==> src/sv/overwriting_ring_queue_top_macros.svh <==
// assertion macros shared by the ring queue rtl
// each macro samples on the rising edge of i_clk and is off while reset is low
`ifndef OVERWRITING_RING_QUEUE_TOP_MACROS_SVH
`define OVERWRITING_RING_QUEUE_TOP_MACROS_SVH

// condition holds at every edge
`define ORQ_ASSERT_ALWAYS(label, cond, msg) \
    label: assert property (@(posedge i_clk) disable iff (!i_rst_n) (cond)) else $error(msg);

// consequent holds in the same cycle as the antecedent
`define ORQ_ASSERT_IMPLY(label, ante, cons, msg) \
    label: assert property (@(posedge i_clk) disable iff (!i_rst_n) (ante) |-> (cons)) \
        else $error(msg);

// consequent holds in the cycle after the antecedent
`define ORQ_ASSERT_NEXT(label, ante, cons, msg) \
    label: assert property (@(posedge i_clk) disable iff (!i_rst_n) (ante) |=> (cons)) \
        else $error(msg);

`endif

==> src/sv/orq_pkg.sv <==
`default_nettype none
package orq_pkg;

    // default ring storage depth
    localparam int DEPTH_DEF = 16;

    // element, register and counter widths
    localparam int ELEM_W = 8;
    localparam int SIZE_W = 5;
    localparam int CNT_W  = 4;

    // stream word layout
    localparam int IN_TDATA_W  = 16;
    localparam int IN_TUSER_W  = 2;
    localparam int OUT_TDATA_W = 16;
    localparam int OUT_TUSER_W = 1;

    // queue size register
    localparam int                QSIZE_RESET = 16;
    localparam logic [SIZE_W-1:0] QSIZE_MIN   = SIZE_W'(2);
    localparam logic              REG_QUEUE_SIZE = 1'b0;

    // drain limit when max_count is zero
    localparam logic [CNT_W-1:0] RESULT_LIMIT = {CNT_W{1'b1}};

    // operation codes
    typedef enum logic [1:0] {
        K_ENQ   = 2'd0,
        K_DEQ   = 2'd1,
        K_PEEK  = 2'd2,
        K_DRAIN = 2'd3
    } t_kind;

    // sequencer states
    typedef enum logic [2:0] {
        S_IDLE,
        S_OP,
        S_FIX,
        S_TAKE,
        S_RES
    } t_state;

endpackage
`default_nettype wire

==> src/sv/orq_ram.sv <==
`default_nettype none
module orq_ram #(
    parameter int WIDTH = 8,
    parameter int DEPTH = 16
) (
    input  wire logic                     i_clk,
    input  wire logic                     i_we,
    input  wire logic [$clog2(DEPTH)-1:0] i_waddr,
    input  wire logic [WIDTH-1:0]         i_wdata,
    input  wire logic                     i_re,
    input  wire logic [$clog2(DEPTH)-1:0] i_raddr,
    output logic      [WIDTH-1:0]         o_rdata
);

    logic [WIDTH-1:0] r_mem [DEPTH];
    logic [WIDTH-1:0] r_rdata;

    // one write port, one registered read port
    always_ff @(posedge i_clk) begin
        if (i_we) begin
            r_mem[i_waddr] <= i_wdata;
        end
        if (i_re) begin
            r_rdata <= r_mem[i_raddr];
        end
    end

    assign o_rdata = r_rdata;

endmodule
`default_nettype wire

==> src/sv/overwriting_ring_queue_top.sv <==
// enqueue: S_OP, S_FIX, S_RES; the next word is taken only back in S_IDLE
// dequeue and peek: S_OP, S_TAKE, S_RES; the next word is taken only back in S_IDLE
// dequeue, peek or drain on an empty queue: S_OP, S_RES, then back to S_IDLE
// drain: S_OP, S_TAKE, S_RES per element, sharing the ring increment unit and ram read port
// synchronous reset clears head, tail and pending result; queue size returns to 16
// (capped at DEPTH); slot ram contents are kept, no clearing pass
`default_nettype none
module overwriting_ring_queue_top #(
    parameter int DEPTH = orq_pkg::DEPTH_DEF
) (
    input  wire logic                           i_clk,
    input  wire logic                           i_rst_n,
    // configuration port
    input  wire logic                           psel,
    input  wire logic                           penable,
    input  wire logic                           pwrite,
    input  wire logic [2:0]                     paddr,
    input  wire logic [31:0]                    pwdata,
    output logic      [31:0]                    prdata,
    output logic                                pready,
    // input words
    input  wire logic                           s_axis_tvalid,
    output logic                                s_axis_tready,
    input  wire logic [orq_pkg::IN_TDATA_W-1:0] s_axis_tdata,  // data_in, max_count, pad
    input  wire logic [orq_pkg::IN_TUSER_W-1:0] s_axis_tuser,  // kind
    // result words
    output logic                                m_axis_tvalid,
    input  wire logic                           m_axis_tready,
    output logic [orq_pkg::OUT_TDATA_W-1:0]     m_axis_tdata,  // data_out, available, taken
    output logic [orq_pkg::OUT_TUSER_W-1:0]     m_axis_tuser,  // status
    output logic                                m_axis_tlast
);

    import orq_pkg::*;

    `include "overwriting_ring_queue_top_macros.svh"

    localparam int AW     = $clog2(DEPTH);
    localparam int MAXQ_I = (DEPTH > 31) ? 31 : DEPTH;
    localparam int CW     = (AW + 1 > SIZE_W) ? AW + 1 : SIZE_W;
    localparam logic [SIZE_W-1:0] MAXQ = SIZE_W'(MAXQ_I);
    localparam logic [SIZE_W-1:0] QRST = (QSIZE_RESET > MAXQ_I) ? MAXQ : SIZE_W'(QSIZE_RESET);

    t_state              r_state, n_state;
    t_kind               r_kind;
    logic [ELEM_W-1:0]   r_din;
    logic [CNT_W-1:0]    r_limit;
    logic [CNT_W-1:0]    r_taken;
    logic                r_status;
    logic [ELEM_W-1:0]   r_val;
    logic [AW-1:0]       r_head;
    logic [AW-1:0]       r_tail;
    logic [SIZE_W-1:0]   r_qsize;

    logic                r_out_valid;
    logic [ELEM_W-1:0]   r_out_data;
    logic                r_out_status;
    logic [CNT_W-1:0]    r_out_avail;
    logic [CNT_W-1:0]    r_out_taken;
    logic                r_out_last;

    logic                w_in_acc;
    logic                w_cfg_wr;
    logic [SIZE_W-1:0]   w_wsize;
    logic [SIZE_W-1:0]   w_clamped;
    logic [AW-1:0]       w_ring_in;
    logic [CW-1:0]       w_ring_sum;
    logic [AW-1:0]       w_ring_next;
    logic [CW-1:0]       w_count;
    logic                w_empty;
    logic                w_last;
    logic                w_we;
    logic                w_re;
    logic                w_head_adv;
    logic                w_tail_adv;
    logic                w_take;
    logic                w_mark_empty;
    logic                w_mark_enq;
    logic                w_out_load;
    logic [ELEM_W-1:0]   w_rdata;
    logic [CNT_W-1:0]    w_maxc;

    // handshakes
    assign w_in_acc = s_axis_tvalid && s_axis_tready;
    assign w_cfg_wr = psel && penable && pwrite && pready && (paddr[2] == REG_QUEUE_SIZE);
    assign w_maxc   = s_axis_tdata[ELEM_W +: CNT_W];

    // queue size clamp to the range 2..DEPTH (at most 31)
    assign w_wsize   = pwdata[SIZE_W-1:0];
    assign w_clamped = (w_wsize < QSIZE_MIN) ? QSIZE_MIN :
                       (w_wsize > MAXQ)      ? MAXQ      : w_wsize;

    // shared ring increment and wrap unit
    assign w_ring_in   = (r_state == S_OP) ? r_head : r_tail;
    assign w_ring_sum  = CW'(w_ring_in) + CW'(1);
    assign w_ring_next = (w_ring_sum >= CW'(r_qsize)) ? '0 : w_ring_sum[AW-1:0];

    // elements held
    assign w_count = CW'(r_head) - CW'(r_tail) + ((r_head < r_tail) ? CW'(r_qsize) : '0);
    assign w_empty = (r_head == r_tail);

    // final result of the current word
    assign w_last = (r_kind != K_DRAIN) || r_status || (r_taken == r_limit) || w_empty;

    // slot store
    orq_ram #(
        .WIDTH (ELEM_W),
        .DEPTH (DEPTH)
    ) u_ram (
        .i_clk   (i_clk),
        .i_we    (w_we),
        .i_waddr (r_head),
        .i_wdata (r_din),
        .i_re    (w_re),
        .i_raddr (r_tail),
        .o_rdata (w_rdata)
    );

    // sequencer state register
    always_ff @(posedge i_clk) begin
        if (!i_rst_n) begin
            r_state <= S_IDLE;
        end else begin
            r_state <= n_state;
        end
    end

    // sequencer next state and strobes
    always_comb begin
        n_state      = r_state;
        w_we         = 1'b0;
        w_re         = 1'b0;
        w_head_adv   = 1'b0;
        w_tail_adv   = 1'b0;
        w_take       = 1'b0;
        w_mark_empty = 1'b0;
        w_mark_enq   = 1'b0;
        w_out_load   = 1'b0;
        case (r_state)
            S_IDLE: begin
                if (s_axis_tvalid) begin
                    n_state = S_OP;
                end
            end
            S_OP: begin
                if (r_kind == K_ENQ) begin
                    w_we       = 1'b1;
                    w_head_adv = 1'b1;
                    w_mark_enq = 1'b1;
                    n_state    = S_FIX;
                end else if (w_empty) begin
                    w_mark_empty = 1'b1;
                    n_state      = S_RES;
                end else begin
                    w_re    = 1'b1;
                    n_state = S_TAKE;
                end
            end
            S_FIX: begin
                // head caught the tail: drop the oldest element
                w_tail_adv = w_empty;
                n_state    = S_RES;
            end
            S_TAKE: begin
                w_take     = 1'b1;
                w_tail_adv = (r_kind != K_PEEK);
                n_state    = S_RES;
            end
            S_RES: begin
                if (!r_out_valid || m_axis_tready) begin
                    w_out_load = 1'b1;
                    n_state    = w_last ? S_IDLE : S_OP;
                end
            end
            default: begin
                n_state = S_IDLE;
            end
        endcase
    end

    // pointers and queue size
    always_ff @(posedge i_clk) begin
        if (!i_rst_n) begin
            r_head  <= '0;
            r_tail  <= '0;
            r_qsize <= QRST;
        end else if (w_cfg_wr) begin
            r_head  <= '0;
            r_tail  <= '0;
            r_qsize <= w_clamped;
        end else begin
            if (w_head_adv) begin
                r_head <= w_ring_next;
            end
            if (w_tail_adv) begin
                r_tail <= w_ring_next;
            end
        end
    end

    // working word registers
    always_ff @(posedge i_clk) begin
        if (w_in_acc) begin
            r_kind  <= t_kind'(s_axis_tuser);
            r_din   <= s_axis_tdata[ELEM_W-1:0];
            r_limit <= (w_maxc == '0) ? RESULT_LIMIT : w_maxc;
            r_taken <= '0;
        end
        if (w_mark_enq || w_mark_empty) begin
            r_val    <= '0;
            r_status <= w_mark_empty;
        end
        if (w_take) begin
            r_val    <= w_rdata;
            r_status <= 1'b0;
            if (r_kind == K_DRAIN) begin
                r_taken <= r_taken + CNT_W'(1);
            end
        end
    end

    // output register valid
    always_ff @(posedge i_clk) begin
        if (!i_rst_n) begin
            r_out_valid <= 1'b0;
        end else if (w_out_load) begin
            r_out_valid <= 1'b1;
        end else if (m_axis_tready) begin
            r_out_valid <= 1'b0;
        end
    end

    // output register payload
    always_ff @(posedge i_clk) begin
        if (w_out_load) begin
            r_out_data   <= r_val;
            r_out_status <= r_status;
            r_out_avail  <= w_count[CNT_W-1:0];
            r_out_taken  <= r_taken;
            r_out_last   <= w_last;
        end
    end

    // ports
    assign s_axis_tready = (r_state == S_IDLE);
    assign m_axis_tvalid = r_out_valid;
    assign m_axis_tdata  = {r_out_taken, r_out_avail, r_out_data};
    assign m_axis_tuser  = r_out_status;
    assign m_axis_tlast  = r_out_last;
    assign pready        = 1'b1;
    assign prdata        = (paddr[2] == REG_QUEUE_SIZE) ? 32'(r_qsize) : '0;

    // checks
    `ORQ_ASSERT_ALWAYS(a_head_in_ring, CW'(r_head) < CW'(r_qsize), "head outside ring")
    `ORQ_ASSERT_ALWAYS(a_tail_in_ring, CW'(r_tail) < CW'(r_qsize), "tail outside ring")
    `ORQ_ASSERT_IMPLY(a_drain_count,
        (r_state == S_RES) && (r_kind == K_DRAIN) && !r_status,
        (r_taken != '0) && (r_taken <= r_limit), "drain count out of range")
    `ORQ_ASSERT_NEXT(a_read_to_take,
        (r_state == S_OP) && (r_kind != K_ENQ) && !w_empty,
        r_state == S_TAKE, "ram read not followed by take")
    `ORQ_ASSERT_IMPLY(a_enq_nonempty,
        (r_state == S_RES) && (r_kind == K_ENQ),
        !r_status && !w_empty, "queue empty after enqueue")

endmodule
`default_nettype wire
==> config.mk <==
export PLATFORM = sky130hd
export DESIGN_NAME = overwriting_ring_queue_top
export DESIGN_NICKNAME = d
export VERILOG_FILES = /design/src/sv/orq_pkg.sv /design/src/sv/orq_ram.sv /design/src/sv/overwriting_ring_queue_top.sv
export VERILOG_INCLUDE_DIRS = /design/src /design/src/sv
export SDC_FILE = /design/constraint.sdc
export NUM_CORES = 1
export LEC_CHECK = 0
export ABC_CLOCK_PERIOD_IN_PS = 5400
export BUFFER_PORTS_ARGS = -buffer_cell sky130_fd_sc_hd__clkbuf_2
export CORE_UTILIZATION = 62
export CTS_CLUSTER_DIAMETER = 200
export DETAILED_ROUTE_END_ITERATION = 6
export PLACE_DENSITY = 0.94
export SLEW_MARGIN = 20
export SYNTH_ARGS = -nofsm -noshare
export SYNTH_HDL_FRONTEND = slang
export SYNTH_HIERARCHICAL = 1
export SYNTH_SLANG_ARGS = --single-unit
==> constraint.sdc <==
create_clock -name i_clk -period 5.4 [get_ports i_clk]
set_input_delay 0.27 -clock i_clk [delete_from_list [all_inputs] [get_ports i_clk]]
set_output_delay 0.27 -clock i_clk [all_outputs]
set_load 0.005 [all_outputs]
# Word level (Yosys, flattened, before mapping)
# Memories as Yosys holds them, arrays and structs flattened. A register that Yosys moved wholly into a read port is not among the register bits.
# Index checks and enable logic that the tools add are counted.
dict set report totals {
  register_bits 62
  mem_bits_rw 128
  inputBits 60
  out_inout_bits 53
  word_cells 89
  n_memories 1
}
dict set report classes {
  n_addsub 4
  magnitude_cmp 4
  eq_ne 11
  mux 33
  bitwise 2
  reduce_logical 18
}
# name words width read_ports rd_clocked_by_memory_dff write_ports line
set memory_table {}
lappend memory_table {u_ram.r_mem 16 8 1 1 1 orq_ram.sv:15} ;# logic [WIDTH-1:0] r_mem [DEPTH];
# cell n
set ops {}
lappend ops {{4-bit two-way mux} 6}
lappend ops {{1-bit two-way mux} 16}
lappend ops {{8-bit two-way mux} 2}
lappend ops {{5-bit two-way mux} 3}
lappend ops {{3-bit two-way mux} 4}
lappend ops {{3-bit one-hot mux with 4 select lines} 1}
lappend ops {{4-bit equality test} 2}
lappend ops {{2-bit inequality test (second input constant)} 4}
lappend ops {{3-bit by 2-bit equality test with 1-bit output (second input constant)} 2}
lappend ops {{4-bit by 1-bit adder with 5-bit output (second input constant)} 1}
lappend ops {{5-bit >= comparator} 1}
lappend ops {{5-bit > comparator (second input constant)} 1}
lappend ops {{1-bit logical OR} 5}
lappend ops {{5-bit by 2-bit < comparator with 1-bit output (second input constant)} 1}
lappend ops {{4-bit by 1-bit adder with 4-bit output (second input constant)} 1}
lappend ops {{4-bit adder} 1}
lappend ops {{1-bit logical AND} 4}
lappend ops {{4-bit zero test} 1}
lappend ops {{4-bit < comparator} 1}
lappend ops {{2-bit nonzero test} 2}
lappend ops {{2-bit OR reduction} 2}
lappend ops {{4-bit subtractor} 1}
lappend ops {{3-bit by 1-bit equality test with 1-bit output (second input constant)} 1}
lappend ops {{3-bit equality test (second input constant)} 1}
lappend ops {{7 further kinds} 8}

# Logic depth before layout (Yosys ltp)
# Gate-level depths: netlist of run 1.
dict set report depth {
  ltp_word 7
  mapped_depth 14
  ltp_nobuf 14
}

# Hierarchy
# Netlist of run 1, hierarchy kept.
# module instances cells_per_inst area_per_inst_um2 seq_area_each_um2
set by_module_without_submodules {}
lappend by_module_without_submodules {orq_ram 1 229 5227.5 4083.9}
lappend by_module_without_submodules {overwriting_ring_queue_top 1 271 3042.9 1641.6}

# Worst setup path after synthesis of run 1
# Ideal clock, no wire load.
dict set report synth_timing {
  path_type {register to register}
  start {register r_tail[1]}
  end {register r_out_avail[3], data pin}
  setup_ps 262
  arrival_time_ps 2838
  required_time_ps 5138
  slack_ps 2300
  path_stages_with_launch 15
  n_path_buf 0
  period_less_slack_ps 3100
  cell_sequence {dfxtp_1 -> inv_1 -> ha_1 -> nor2b_1 -> o21a_1 -> o21a_1 -> nor2_1 -> nand2_1 -> fa_1 -> inv_1 -> ha_1 -> a21o_1 -> a21oi_1 -> xnor2_1 -> xnor2_1}
}
dict set report synth_via {
  elab_chain_len 3
  word_cells_on_any_way 4
  classes_between {2 x add/sub; 1 x order compare; 1 x mux}
}
# element line
set synth_lines {}
lappend synth_lines {{start, declared} overwriting_ring_queue_top.sv:52} ;# logic [AW-1:0] r_tail;
lappend synth_lines {{start signal, assigned} overwriting_ring_queue_top.sv:196} ;# r_tail <= w_ring_next;
lappend synth_lines {{4-bit < comparator} overwriting_ring_queue_top.sv:99} ;# assign w_count = CW'(r_head) - CW'(r_tail) + ((r_head < r_tail) ? CW'(r_qsize) : '0);
lappend synth_lines {{4-bit two-way mux} overwriting_ring_queue_top.sv:99}
lappend synth_lines {{4-bit adder (*)} overwriting_ring_queue_top.sv:99}
lappend synth_lines {{net w_count[3]} overwriting_ring_queue_top.sv:69} ;# logic [CW-1:0] w_count;
lappend synth_lines {{end signal, assigned} overwriting_ring_queue_top.sv:238} ;# r_out_avail <= w_count[CNT_W-1:0];
lappend synth_lines {{end, declared} overwriting_ring_queue_top.sv:58} ;# logic [CNT_W-1:0] r_out_avail;
# Mark *: on every way through the listed nets, which the timed path passes. The rest lies on a longest branch.
# A chain may end at the register's enable or synchronous reset.

# Final worst setup path of run 1
dict set report layout_timing {
  start {register r_head[1]}
  end {register r_out_avail[3], data pin}
}
dict set report layout_via {
  elab_chain_len 3
  word_cells_on_any_way 4
  classes_between {2 x add/sub; 1 x order compare; 1 x mux}
}
# element line
set layout_lines {}
lappend layout_lines {{start, declared} overwriting_ring_queue_top.sv:51} ;# logic [AW-1:0] r_head;
lappend layout_lines {{start signal, assigned} overwriting_ring_queue_top.sv:193} ;# r_head <= w_ring_next;
lappend layout_lines {{4-bit < comparator} overwriting_ring_queue_top.sv:99}
lappend layout_lines {{4-bit two-way mux} overwriting_ring_queue_top.sv:99}
lappend layout_lines {{4-bit adder (*)} overwriting_ring_queue_top.sv:99}
lappend layout_lines {{net w_count[3]} overwriting_ring_queue_top.sv:69}
# Marks and branches as above.

==> results of run 1 <==
==> cell families after synthesis <==
group | count (synthesis) | synth area share [%]
compound gates | 54 | 4.55
xor+xnor | 12 | 1.36
fa+ha+maj | 18 | 3.00
buf+inv | 60 | 4.63
flops | 198 | 69.2
mux | 36 | 9.86
other cells | 2 | 0.0908
simple gates | 120 | 7.28
==> layout make-up <==
class,instances,share of cell area (%)
Sequential cell,198,62.7
Multi-Input combinational cell,268,24.9
Clock buffer,23,5.12
Timing Repair Buffer,55,3.12
Tap cell,172,2.35
Clock inverter,9,1.12
Inverter,18,0.739
==> cells in the final DEF, fill, tap and decap left out, types with 6 or more instances in the layout <==
cell       synthesis  layout
nand3_1           12      12
a22oi_1           17      17
ha_1              15      15
mux4_2            18      18
nor3_1             9       6
o21ai_0            9       9
xor2_1             7       7
mux4_1            14      14
clkbuf_16          0      17
conb_1             2      28
dfxtp_1           22      21
nor2_1            30      30
edfxtp_1         176     176
clkbuf_2           0      51
and2_1            11      11
nand2_1           32      32
inv_1             18      18
a21oi_1            7       7
==> worst max-delay path by stage <==
stage / endpoint / depth (start not counted)
2_1_floorplan: r_out_avail[3] / 14
3_3_place_gp: r_out_avail[3] / 13
3_5_place_dp: r_out_avail[3] / 13
4_1_cts: r_out_avail[3] / 13
5_1_grt: r_out_avail[3] / 13
6_report: r_out_avail[3] / 13
==> worst max-delay path: stages, from the launching register on <==
cell and delay (ps):
dfxtp_1 650, ha_1 340, nor2b_1 140, o21a_1 170, o21a_1 180, nor2_1 160
nand2_1 100, fa_1 540, inv_1 60, ha_1 290, a21o_1 180, a21oi_1 190
xnor2_1 110, xnor2_1 130
==> sequential cells by signal (all words and copies together) (netlist names), 2 cells and up <==
signal and count:
r_taken 4, u_ram/r_mem 128, r_head 4, r_state 3, r_out_avail 4, r_out_taken 4
r_val 8, r_din 8, r_out_data 8, r_kind 2, u_ram/o_rdata 8, r_limit 4
r_qsize 5, r_tail 4
==> metal layers <==
layer	GRT usage [%]	share of wire (%)
met1	27.7	38
met3	5.77	7.2
met4	8.17	2.1
met2	39.7	53
met5	0	0
==> stage by stage <==
step | hold slack, ps | worst slack [ps] | std cells
after floorplan | 369 | 2300 | 526
after global placement | 409 | 2110 | 711
after detailed placement | 405 | 1930 | 711
after CTS | 4.63 | 1920 | 743
after global routing | 1.76 | 1730 | 743
final | 21.6 | 1880 | 743
==> power by group through the flow <==
stage | logic, uW | registers (uW) | clock network, uW
final | 87.2 | 1730 | 1210
after global routing | 96.0 | 1730 | 1280
after CTS | 86.3 | 1730 | 1220
after detailed placement | 84.9 | 1760 | 0
after global placement | 81.4 | 1760 | 0
after floorplan | 70.6 | 1750 | 0
==> results_dict.tcl, run 1 <==
set metrics [dict create \
    power_leakage_uw 0.00319 \
    syn_inst 500 \
    ant_nets 0 \
    grt_overflow 0 \
    synth-edff-count 176 \
    ys_async_sr_fraction_pct 0 \
    status "complete, no violations" \
    drt_first_pass_iters 5 \
    drt-vias-per-instance 5.96 \
    power_frac_seq_pct 57.2 \
    yosysMostFrequentCell "edfxtp_1" \
    crit_arrival_ps 3690 \
    dieHeight_um 117 \
    skew_ps 11.3 \
    multi_input_area_um2 2270 \
    power.density_nw_per_um2 331 \
    num_vias 4430 \
    crit_type "register to register" \
    syn_area_um2 8270 \
    place_area_um2 8560 \
    combinationalPowerShare_pct 2.9 \
    grt_pass1_wl_mm 23.2 \
    antennaDiodeCount 0 \
    fin_crit_sh_pct 65.2 \
    first_global_vias 4415 \
    rows 41 \
    worst_pin_slew_ps 961 \
    synth.top_cell.area_share_pct 63.9 \
    synth_area_leader_cell "edfxtp_1" \
    cts_setup_buffers 0 \
    crit_start "r_head[1]" \
    gp_congestion 0.856 \
    ir_drop_mv 0.494 \
    syn_avg_cell_area_um2 16.5 \
    pin_count 113 \
    r2r-end "r_out_avail[3]" \
    tns_ps 0 \
    required_ps 5570 \
    grtUsageTotal_pct 22.8 \
    relSlewSlack_pct 35.7 \
    insertion_delay_ps 420 \
    p_sw_uw 587 \
    startpoint_type "register" \
    ys_seq_area_share_pct 69.2 \
    clockBufferDepth 2 \
    core_region_area_um2 12800 \
    r2r-start "r_head[1]" \
    dpl.hpwl_mm 9.56 \
    fp.dieW_um 117 \
    synth_area_leaders "edfxtp_1 64%, dfxtp_1 5.3%, mux4_2 4.9%, mux4_1 4.4%, buf_4 2.7%" \
    ys.flop_type "edfxtp_1" \
    cts_tree "done" \
    r2r_slack_ps 1880 \
    h-tree-depth 4 \
    fillerInstances 750 \
    clkTransAtPathRegs_ps 70 \
    end_kind "register" \
    ff_latch_area_um2 5730 \
    synthToLayoutAreaGrowth_pct 10.5 \
    synth_warnings 6 \
    fin_nets 636 \
    drv_slew 0 \
    finalSetupViolCount 0 \
    internal_power_uw 2440 \
    cts.sinks 198 \
    holdBufCountCts 0 \
    synth_common_cells "176 x edfxtp_1, 32 x nand2_1, 30 x buf_4, 30 x nor2_1, 22 x dfxtp_1" \
    r2r_cells 13 \
    min_from "s_axis_tdata[0]" \
    finalHoldViolations 0 \
    grt_max_degree 37 \
    maxCapViolations 0 \
    synth_cell_types 54 \
    dieArea_um2 13800 \
    fin_area_um2 9140 \
    numCtsBuffers 17 \
    drc 0 \
    port_buffers 51 \
    ys_ff_latch 198 \
    start_util_pct 64.5 \
    cts_resized 0 \
    drive_gt1_share_pct 20.7 \
    avgRoutedWirePerCell_um 20.0 \
    fin_crit_ps 3520 \
    hp-class "input port to register" \
    clock.fmax_ghz 0.284 \
    rsz0062_at_grt "no" \
    cts-root-buf "clkbuf_16" \
    drt_iter0_drc 325 \
    utilization_pct 71.3 \
    clkPwrFrac_pct 40.0 \
    whs_endpoint "r_din[0]" \
    worstHoldPathCells 1 \
    p_total_uw 3030 \
    drt-total-wl_mm 14.9 \
    swShare_pct 19.4 \
    antenna_found_initial 0 \
    crit_fanout 12 \
]
Power figures use the tool's default switching activity.
==> inputs of run 2 (changes only) <==
--- a/config.mk
+++ b/config.mk
@@ -6,12 +6,12 @@
 export SDC_FILE = /design/constraint.sdc
 export NUM_CORES = 1
 export LEC_CHECK = 0
-export ABC_CLOCK_PERIOD_IN_PS = 5400
+export ABC_CLOCK_PERIOD_IN_PS = 3300
 export BUFFER_PORTS_ARGS = -buffer_cell sky130_fd_sc_hd__clkbuf_2
-export CORE_UTILIZATION = 62
+export CORE_UTILIZATION = 57
 export CTS_CLUSTER_DIAMETER = 200
 export DETAILED_ROUTE_END_ITERATION = 6
-export PLACE_DENSITY = 0.94
+export PLACE_DENSITY = 0.88
 export SLEW_MARGIN = 20
 export SYNTH_ARGS = -nofsm -noshare
 export SYNTH_HDL_FRONTEND = slang
==> constraint.sdc (replaced) <==
create_clock -name i_clk -period 3.3 [get_ports i_clk]
set_input_delay 0.165 -clock i_clk [delete_from_list [all_inputs] [get_ports i_clk]]
set_output_delay 0.165 -clock i_clk [all_outputs]
set_load 0.005 [all_outputs]
==> results_dict.tcl, run 2 (synthesis results as in run 1) <==
set metrics [dict create \
    synthToLayoutAreaGrowth_pct 14.2 \
    required_ps 3470 \
    crit_arrival_ps 3290 \
    rows 43 \
    grt_overflow 0 \
    gp_congestion 0.901 \
    fin_cells 784 \
    finalHoldViolations 0 \
    grtUsageTotal_pct 23.8 \
    rsz0062_at_grt "no" \
    drive_gt1_share_pct 23.0 \
    place_worst_setup_slack_ps 175 \
    fillerInstances 872 \
    power.density_nw_per_um2 535 \
    antennaDiodeCount 0 \
    antenna_found_initial 0 \
    clockBufferDepth 2 \
    hp-class "input port to register" \
    placed_cells 740 \
    mostFrequentLayoutCell "edfxtp_1" \
    core_region_area_um2 14000 \
    worstHoldPathCells 3 \
    relSlewSlack_pct 40.7 \
    numCtsBuffers 17 \
    largest_register "u_ram/r_mem" \
    end_kind "register" \
    crit_type "register to register" \
    drt_first_pass_iters 5 \
    status "complete, no violations" \
    clkTransAtPathRegs_ps 70 \
    ant_nets 0 \
    drt-total-wl_mm 16.5 \
    port_buffers 51 \
    drt-vias-per-instance 6.03 \
    fin_area_um2 9450 \
    min_from "pwdata[1]" \
    maxCapViolations 0 \
    whs_endpoint "r_qsize[1]" \
    grt_pass1_wl_mm 25.2 \
    r2r-start "r_tail[1]" \
    drt_iter0_drc 565 \
    dpl.hpwl_mm 10.8 \
    drc 0 \
    dieHeight_um 122 \
    avgRoutedWirePerCell_um 21.1 \
    dieArea_um2 15000 \
    pin_count 113 \
    largest_reg_flops 128 \
    ir_drop_mv 0.418 \
    cts.sinks 198 \
    finalSetupViolCount 0 \
    final_cell_mix "176 x edfxtp_1, 51 x clkbuf_2, 32 x nand2_1, 29 x nor2_1, 28 x conb_1" \
    grt_max_degree 37 \
    r2r_cells 14 \
    drv_slew 0 \
    startpoint_type "register" \
    cts_tree "done" \
    insertion_delay_ps 430 \
    fin_crit_ps 3110 \
    fp.dieW_um 122 \
    layout_setup_ws_ps 186 \
    r2r-end "r_out_avail[3]" \
    clock.fmax_ghz 0.321 \
    fin_crit_sh_pct 94.4 \
    r2r_slack_ps 190 \
    fin_nets 670 \
    tns_ps 0 \
    cts-root-buf "clkbuf_16" \
    start_util_pct 58.9 \
    h-tree-depth 4 \
    crit_fanout 3 \
    worst_pin_slew_ps 890 \
    power_leakage_uw 0.00335 \
    p_total_uw 5050 \
    skew_ps 11.1 \
    place_area_um2 8720 \
    first_global_vias 4829 \
    num_vias 4724 \
]
## run 2: cell types whose count changed in the layout (fill, tap and decap cells not counted), sizes merged, moves of 2 or more
cell         previous run  this run
buf                     4        25
clkbuf                 74        70
inv                    19        21
dlygate4sd3             0        13
## run 2: power by group
part	internal, uW	leakage, uW	switching, uW	total (uW)
clock network	1190	0.000288	865	2050
registers	2780	0.00177	50.5	2830
logic	70.6	0.00129	96.1	167
total	4040	0.00335	1010	5050
## run 2: worst max path at each step
stage                from        endpoint  slack [ps]  cells past startpoint
2_1_floorplan   r_tail[1]  r_out_avail[3]         200                     14
3_3_place_gp    r_tail[1]  r_out_avail[3]         270                     14
3_5_place_dp    r_tail[1]  r_out_avail[3]         180                     14
4_1_cts         r_tail[1]  r_out_avail[3]         140                     14
5_1_grt        r_state[0]       r_tail[1]           9                     11
6_report        r_tail[1]  r_out_avail[3]         190                     14
## run 2: critical path, cell delays in order, from the launching register on
cell and delay (ps):
dfxtp_1 340, inv_1 60, ha_1 280, nor2b_1 150
o21a_1 170, o21a_1 180, nor2_2 110, nand2_1 90
fa_1 530, inv_1 60, ha_1 290, a21o_1 200
a21oi_2 150, xnor2_1 140, xnor2_1 90
## run 2: layout make-up
cell class | count | area, um2 | area share (%)
Sequential cell | 198 | 5730 | 60.6
Clock buffer | 19 | 433 | 4.58
Timing Repair Buffer | 89 | 577 | 6.11
Clock inverter | 12 | 153 | 1.62
Inverter | 18 | 67.6 | 0.715
Multi-Input combinational cell | 268 | 2270 | 24.0
Tap cell | 180 | 225 | 2.38
## run 2: routing by layer
metal / GRT usage, % / up-vias / part of all wire, %
li1: - / 2051 / -
met1: 29.0 / 2383 / 38
met2: 40.0 / 250 / 52
met3: 5.86 / 40 / 7.3
met4: 11.1 / 0 / 2.4
met5: 0 / - / 0
## run 2: metrics by stage
| step | util [%] | hold slack (ps) |
|---|---|---|
| 2_1_floorplan | - | 264 |
| 3_3_place_gp | 62.1 | 343 |
| 3_5_place_dp | 62.1 | 344 |
| 4_1_cts | 67.2 | 1.76 |
| 5_1_grt | 67.3 | 22.5 |
| 6_report | 67.3 | 12.9 |
## run 2: repair_timing
action / in CTS / in global routing
resized for setup: 0 / 3
hold endpoints to repair: 13 / 0
hold buffers: 13 / 0
setup buffers: 0 / 0
endpoints found under the setup margin: 0 / 9
==> inputs of run 3 (changes only) <==
--- a/config.mk
+++ b/config.mk
@@ -8,10 +8,10 @@
 export LEC_CHECK = 0
 export ABC_CLOCK_PERIOD_IN_PS = 3300
 export BUFFER_PORTS_ARGS = -buffer_cell sky130_fd_sc_hd__clkbuf_2
-export CORE_UTILIZATION = 57
+export CORE_UTILIZATION = 28
 export CTS_CLUSTER_DIAMETER = 200
 export DETAILED_ROUTE_END_ITERATION = 6
-export PLACE_DENSITY = 0.88
+export PLACE_DENSITY = 0.54
 export SLEW_MARGIN = 20
 export SYNTH_ARGS = -nofsm -noshare
 export SYNTH_HDL_FRONTEND = slang
==> results_dict.tcl, run 3 (synthesis results as in run 1) <==
set metrics [dict create \
    power_frac_seq_pct 57.5 \
    drt-total-wl_mm 16.5 \
    dpl.hpwl_mm 11.0 \
    crit_buf_inv 2 \
    worst_pin_slew_ps 829 \
    hp-class "input port to register" \
    largest_reg_flops 128 \
    max_stage_delay_ps 580 \
    status "complete, no violations" \
    whs_ps 46.5 \
    p_sw_uw 1080 \
    swShare_pct 21.9 \
    numCtsBuffers 17 \
    h-tree-depth 4 \
    largest_register "u_ram/r_mem" \
    ff_latch_area_um2 5730 \
    maxCapViolations 0 \
    crit_fanout 3 \
    clkTransAtPathRegs_ps 70 \
    skew_ps 10.8 \
    drc 0 \
    clkPwrFrac_pct 39.0 \
    final_cell_mix "176 x edfxtp_1, 51 x clkbuf_2, 31 x nand2_1, 30 x buf_4, 29 x nor2_1" \
    ir_drop_mv 0.325 \
    grt_pass1_wl_mm 25.6 \
    antenna_found_initial 0 \
    crit_type "register to register" \
    grt_overflow 0 \
    required_ps 3470 \
    drt-vias-per-instance 4.46 \
    cts-root-buf "clkbuf_16" \
    antennaDiodeCount 0 \
    multi_input_area_um2 2280 \
    fin_crit_ps 3140 \
    fillerInstances 2784 \
    crit_arrival_ps 3310 \
    num_vias 4441 \
    pin_count 113 \
    first_global_vias 4482 \
    port_buffers 51 \
    startpoint_type "register" \
    critPathTopFamily "adder cells" \
    gp_congestion 0.811 \
    cts.sinks 198 \
    fin_nets 676 \
    path_cells "inv_1 -> ha_1 -> nor2b_1 -> o21a_1 -> o21a_1 -> nor2_2 -> nand2_2 -> fa_2 -> inv_1 -> ha_1 -> a21o_1 -> a21oi_2 -> xnor2_1 -> xnor2_1" \
    slowest_stage "fa_2" \
    grtUsageTotal_pct 11.3 \
    clock.fmax_ghz 0.319 \
    power_leakage_uw 0.00335 \
    cts_tree "done" \
    combinationalPowerShare_pct 3.5 \
    end_kind "register" \
    p_total_uw 4920 \
    rows 62 \
    fp.dieW_um 174 \
    clockBufferDepth 2 \
    finalSetupViolCount 0 \
    avgRoutedWirePerCell_um 16.6 \
    power.density_nw_per_um2 506 \
    ant_nets 0 \
    drt_first_pass_iters 4 \
    core_region_area_um2 28900 \
    drt_iter0_drc 341 \
    grt_max_degree 36 \
    relSlewSlack_pct 44.7 \
    start_util_pct 28.7 \
    drv_slew 0 \
    dieArea_um2 30200 \
    insertion_delay_ps 430 \
    dieHeight_um 174 \
    mostFrequentLayoutCell "edfxtp_1" \
    synthToLayoutAreaGrowth_pct 17.5 \
    drive_gt1_share_pct 24.2 \
    internal_power_uw 3840 \
    fin_crit_sh_pct 95.1 \
    finalHoldViolations 0 \
    utilization_pct 33.7 \
]
[run 3: changes by cell type in the layout (fill, tap and decap cells not counted), moves of 3 or more]
cell,delta
buf_4,+6
inv_6,+4
clkinv_2,-3
bufinv_16,-3
[run 3: per-stage QoR]
step	instances	worst slack (ps)	setup TNS [ps]	instance area, um2
2_1_floorplan	526	200	0	8370
5_1_grt	995	-4.25	-4.25	9720
3_5_place_dp	946	168	0	8990
3_3_place_gp	946	230	0	8990
6_report	995	161	0	9720
4_1_cts	992	146	0	9680
[run 3: repair_timing]
action | 4_1_cts | 5_1_grt
endpoints found under the setup margin | 0 | 9
setup buffers | 0 | 3
hold endpoints to repair | 14 | 0
gates resized for setup | 0 | 5
hold buffers | 14 | 0
[run 3: metal layers]
layer / routed length (um) / vias up / GRT usage [%]
met5: 0 / - / 0
met4: 145 / 0 / 3.40
met3: 736 / 10 / 2.83
met2: 8140 / 117 / 18.4
met1: 7470 / 2249 / 15.0
li1: - / 2065 / -
[run 3: power groups by stage]
stage / registers, uW / logic, uW / clock network (uW)
finish: 2830 / 170 / 1920
global route: 2840 / 189 / 2070
CTS: 2830 / 170 / 1970
detailed placement: 2890 / 156 / 0
global placement: 2880 / 152 / 0
floorplan: 2870 / 115 / 0
[run 3: cell type report]
| type | instances | area share (%) |
|---|---|---|
| timing repair buffer | 95 | 6.39 |
| clock inverter | 14 | 1.17 |
| multi-input combinational | 268 | 23.4 |
| inverter | 18 | 0.695 |
| sequential | 198 | 58.9 |
| clock buffer | 18 | 4.42 |
| tap | 384 | 4.95 |
[run 3: path summary, 6_finish.rpt]
path / start / slack [ps] / endpoint / cells past startpoint
setup / recovery: r_tail[1] / 160 / r_out_avail[3] / 14
hold / removal: s_axis_tdata[10] / 50 / r_limit[2] / 2
setup reg to reg: r_tail[1] / 160 / r_out_avail[3] / 14
hold reg to reg: r_val[5] / 420 / r_out_data[5] / 0
